===== config.mk =====
export PLATFORM = sky130hd
export DESIGN_NAME = wnls_ctrl
export DESIGN_NICKNAME = d
export VERILOG_FILES = /design/src/hw/rtl/wnls_pkg.sv /design/src/hw/rtl/wnls_ctrl.sv
export SDC_FILE = /design/constraint.sdc
export NUM_CORES = 1
export LEC_CHECK = 0
export BUFFER_PORTS_ARGS = -buffer_cell sky130_fd_sc_hd__buf_4
export CORE_AREA = 2 2 39 41
export DETAILED_ROUTE_END_ITERATION = 10
export DIE_AREA = 0 0 41 43
export HOLD_SLACK_MARGIN = 0.06
export SLEW_MARGIN = 15
export SYNTH_ARGS = -nofsm -noshare
export SYNTH_HDL_FRONTEND = slang
export SYNTH_SLANG_ARGS = --single-unit
export TNS_END_PERCENT = 100

===== constraint.sdc =====
create_clock -name i_clk -period 2.17 [get_ports i_clk]
set_input_delay 0.1085 -clock i_clk [delete_from_list [all_inputs] [get_ports i_clk]]
set_output_delay 0.1085 -clock i_clk [all_outputs]
set_load 0.05 [all_outputs]

===== src/hw/rtl/wnls_pkg.sv =====
package wnls_pkg;

    // Loop position counter width
    localparam int POS_BITS = 16;
    localparam int LEN_W    = POS_BITS + 1;

    // Register widths
    localparam int LL_W       = 16;
    localparam int STEP_W     = 24;
    localparam int GAIN_W     = 15;
    localparam int SEED_W     = 32;
    localparam int CFG_DATA_W = 32;
    localparam int CFG_IDX_W  = 2;

    // Loop length compare width: holds the register and 2^POS_BITS
    localparam int CMP_W = (LEN_W > LL_W + 1) ? LEN_W : LL_W + 1;

    // Register indexes
    localparam logic [CFG_IDX_W-1:0] REG_LOOP_LENGTH      = 2'd0;
    localparam logic [CFG_IDX_W-1:0] REG_FADE_STEP        = 2'd1;
    localparam logic [CFG_IDX_W-1:0] REG_OUTPUT_GAIN      = 2'd2;
    localparam logic [CFG_IDX_W-1:0] REG_NOISE_SEED_START = 2'd3;

    // Register reset values
    localparam logic [LL_W-1:0]   LOOP_LENGTH_RST = 16'd39690;
    localparam logic [STEP_W-1:0] FADE_STEP_RST   = 24'd16908;
    localparam logic [GAIN_W-1:0] GAIN_RST        = 15'd26000;
    localparam logic [SEED_W-1:0] SEED_RST        = 32'd4242;

    // Generator
    localparam logic [SEED_W-1:0] LCG_MUL = 32'd1103515245;
    localparam logic [SEED_W-1:0] LCG_ADD = 32'd12345;

    // Datapath widths
    localparam int W_W     = 17;          // white noise, signed
    localparam int FILT_W  = 34;          // filter state and mix, signed
    localparam int PROD_W  = 33;          // white noise times coefficient
    localparam int WIDE_W  = FILT_W + 18; // filter state times coefficient
    localparam int FADE_W  = STEP_W + 1;
    localparam int FIN_W   = POS_BITS + STEP_W;
    localparam int FOUT_W  = LEN_W + STEP_W;
    localparam int MAG_W   = FILT_W;
    localparam int T_W     = MAG_W + GAIN_W - 16;
    localparam int DIV_SHIFT = 15;
    localparam int Q_W     = T_W + 1 - DIV_SHIFT;
    localparam int SMP_W   = 16;

    // Q.16 coefficients
    localparam logic signed [15:0] C_NEW   = 16'sd9830;
    localparam logic signed [17:0] C_OLD   = 18'sd55706;
    localparam logic signed [17:0] C_LOW   = 18'sd45875;
    localparam logic signed [15:0] C_WHITE = 16'sd19661;
    localparam logic signed [W_W-1:0] W_OFFSET = 17'sd32767;

    localparam logic [FADE_W-1:0] FADE_ONE = FADE_W'(1) << STEP_W;
    localparam logic [T_W:0]      DIVISOR  = (T_W+1)'((1 << DIV_SHIFT) - 1);

    // Controller to datapath commands
    typedef struct packed {
        logic load;
        logic filt;
        logic mix;
        logic absv;
        logic fade;
        logic gain;
        logic qest;
        logic finish;
    } t_dp_cmd;

endpackage


===== src/hw/rtl/wnls_ctrl.sv =====
module wnls_ctrl (
    input  logic             i_clk,
    input  logic             i_rst_n,
    input  logic             i_in_valid,
    output logic             o_in_ready,
    output logic             o_out_valid,
    input  logic             i_out_ready,
    output wnls_pkg::t_dp_cmd o_cmd
);
    import wnls_pkg::*;

    localparam logic [2:0] S_IDLE = 3'd0;
    localparam logic [2:0] S_FILT = 3'd1;
    localparam logic [2:0] S_MIX  = 3'd2;
    localparam logic [2:0] S_ABS  = 3'd3;
    localparam logic [2:0] S_FADE = 3'd4;
    localparam logic [2:0] S_GAIN = 3'd5;
    localparam logic [2:0] S_QEST = 3'd6;
    localparam logic [2:0] S_DONE = 3'd7;

    logic [2:0] r_state;
    logic [2:0] n_state;
    logic       r_out_valid;
    logic       n_out_valid;
    logic       out_free;

    assign o_in_ready  = (r_state == S_IDLE);
    assign o_out_valid = r_out_valid;
    assign out_free    = !r_out_valid || i_out_ready;

    always_comb begin
        o_cmd   = '0;
        n_state = r_state;
        case (r_state)
            S_IDLE: begin
                o_cmd.load = i_in_valid;
                if (i_in_valid) begin
                    n_state = S_FILT;
                end
            end
            S_FILT: begin
                o_cmd.filt = 1'b1;
                n_state    = S_MIX;
            end
            S_MIX: begin
                o_cmd.mix = 1'b1;
                n_state   = S_ABS;
            end
            S_ABS: begin
                o_cmd.absv = 1'b1;
                n_state    = S_FADE;
            end
            S_FADE: begin
                o_cmd.fade = 1'b1;
                n_state    = S_GAIN;
            end
            S_GAIN: begin
                o_cmd.gain = 1'b1;
                n_state    = S_QEST;
            end
            S_QEST: begin
                o_cmd.qest = 1'b1;
                n_state    = S_DONE;
            end
            S_DONE: begin
                // hold until the output register is free
                if (out_free) begin
                    o_cmd.finish = 1'b1;
                    n_state      = S_IDLE;
                end
            end
            default: begin
                n_state = S_IDLE;
            end
        endcase
    end

    always_comb begin
        if (o_cmd.finish) begin
            n_out_valid = 1'b1;
        end else if (i_out_ready) begin
            n_out_valid = 1'b0;
        end else begin
            n_out_valid = r_out_valid;
        end
    end

    always_ff @(posedge i_clk) begin
        if (!i_rst_n) begin
            r_state     <= S_IDLE;
            r_out_valid <= 1'b0;
        end else begin
            r_state     <= n_state;
            r_out_valid <= n_out_valid;
        end
    end

endmodule


==> run metrics <==
internal cell power=approximately 0.33 mW; antenna violations before repair=0; WL final=between 500 and 600 um; worst skew pair latency=230 ps; Die Wd=41 um; Final Util=about a third; Clock transition at path regs=~40 ps; Worst Hold Class=in -> reg; Ys Warns=0; Final nets=61; Synth top area share=23.5%; Final min period=roughly 1500 ps; Synth Cell Area=around 340 um2; Final period util=around 71%; net switching power figure=approximately 0.34 mW; first-pass GRT wire length=between 900 and 1000 um; post-synth net total=44; critical path class=reg -> out; Antenna Cells=0; Peak VDD IR=roughly 0.35 mV; DRC Markers=0; # rows=14; drt wl/cell=just under 9 um; post-cts resize count=0; worst path cell trace=inv_1, ha_1, nor2b_2, and2_1, buf_4; sequential power share=between 15 and 20%; clk_skew=approximately 1.4 ps; Reg2Reg Depth=6; Slew headroom=between 80% and 90%; reg-to-reg slack, setup=approximately 690 ps; CP endpoint kind=output pin; Inserted Clock Buffers=3; Setup crit start=r_state[0]; root buffer cell=clkbuf_4; number of DRC markers in iteration 0=0; clock sink total=4; largest area contributor in the netlist=dfxtp_1; clock power share=13.7%; CTS tree=yes; Critical Path End=o_cmd[7]; Detail Placement HPWL=~500 um; r2r endpoint=r_state[0]; max-cap violations=0; slowest stage delay, CP=between 300 and 400 ps; worst-margin pin slew=273 ps; status=finished, final reports clean; fmax=650 MHz; Core Region=1380 um2; CTS H-tree depth=1; Worst R2R Start=r_state[0]; Final Slew Violations=0; Yosys cell types=19; Total GRT Usage=under 10%; Final setup viols=0; Area growth syn-to-layout=39.0%; slowest CP cell=dfxtp_1; io pins=14; critical path data arrival time=between 1000 and 1500 ps; Port Buffer Count=13; Final Hold Vio Count=0; Yosys reg bits=4; starting density of the core=about a quarter; die area=approximately 1800 um2; vias per cell=approximately 4.1; vias in the first global route=257; Post-Synthesis Cells=36; largest net degree at the start of global routing=11; register area share after synthesis=between 20% and 30%; placed cells=64; Via Count=about 280; unrepaired setup endpoints after global routing=false; Logic pwr share=roughly 69%; syn_area_per_cell=about 9.5 um2; share of cells above drive strength 1=54.9%; P_leak=between 0.2 and 0.25 nW; pwr/cell area=1410 nW/um2; Net Sw Frac=between 50% and 60%; total grt overflow=0; 1st-pass router iterations=1; Chip Height=between 40 and 50 um; DRT antenna net count=0; GPL Wtd Cong=approximately 0.6; Critical Path Fanout Max=3; Post-Layout Cell Count=67; Critical Path RT=2060 ps; setup TNS=0 ps; clock buffer depth=2; cts-stage hold buffer count=0; CP Launch Type=register; Final Power=approximately 0.67 mW; ranking of synthesized cells by area=dfxtp_1, ha_1, and2b_2, o2bb2ai_4, and2_2; post-CTS setup buffer count=0
## per-layer routing
metal	part of all wire (%)	track usage (%)	up-vias
li1	-	-	149
met2	51	12.8	7
met5	0	0	-
met1	41	7.67	118
met3	6.6	1.57	2
met4	1.5	12.0	0
## registers in the layout, indices dropped and copies added, names as in the netlist
signal and cells:
o_out_valid 1, r_state 3
## per-stage QoR
stage	area [um2]	setup WS (ps)	hold slack [ps]
floorplan	340	409	226
global placement	450	688	322
detailed placement	450	677	329
CTS	473	604	81.2
global route	473	517	89.3
finish	473	632	90.5
## worst max-delay path: cells and delay by family, from the launching register on
kind	cells	cell delay, ps
flip-flops	1	350
adder cells (fa/ha/maj)	1	230
AND/OR/NAND/NOR	2	350
buffers and inverters	2	270
## power groups by stage
stage	registers (mW)	logic (mW)	clock network (mW)
CTS	0.116	0.465	0.0985
finish	0.116	0.459	0.0913
floorplan	0.113	0.359	0
global placement	0.116	0.459	0
global route	0.119	0.492	0.105
detailed placement	0.117	0.464	0
## kinds of logic after synthesis
family,synth area share (%)
and+or+nand+nor,34.6
AOI/OAI and AO/OA,17.6
buffers and inverters,6.62
adders and majority gates,14.7
DFF,23.5
muxes,2.94
## how the worst min path moves through the flow
| stage | cells past startpoint | start | endpoint |
|---|---|---|---|
| after CTS | 2 | i_rst_n | r_state[2] |
| after detailed placement | 2 | i_rst_n | r_state[2] |
| after global placement | 2 | i_rst_n | r_state[2] |
| final | 2 | i_rst_n | r_state[2] |
| after floorplan | 1 | i_rst_n | r_state[2] |
| after global routing | 2 | i_rst_n | r_state[2] |
## cells in the final DEF, fill, tap and decap left out, drive strengths merged
cell type and count:
nand2b 1, a211oi 2, o21a 1, o2bb2ai 1
buf 13, and2b 4, mux2i 1, and2 4
inv 4, nor3 1, a21oi 1, dfxtp 4
ha 4, nor4 1, nand2 1, clkbuf 3
nor2b 1, nor2 4
## cell type report
type | instances | area, um2
fill | 149 | 911
inverter | 4 | 15.0
clock buffer | 3 | 22.5
tap | 16 | 20.0
timing repair buffer | 13 | 97.6
multi-input combinational | 27 | 238
sequential | 4 | 80.1
## Yosys cell counts
cell	n
nor2b_2	1
dfxtp_1	4
and2_2	3
ha_1	4
a211oi_1	1
nor4_2	1
mux2i_1	1
a211oi_2	1
and2b_2	4
nand2b_1	1
nor3_1	1
nor2_1	4
nand2_2	1
inv_1	4
o2bb2ai_4	1
buf_4	1
a21oi_1	1
o21a_1	1
and2_1	1
Power figures use the tool's default switching activity.
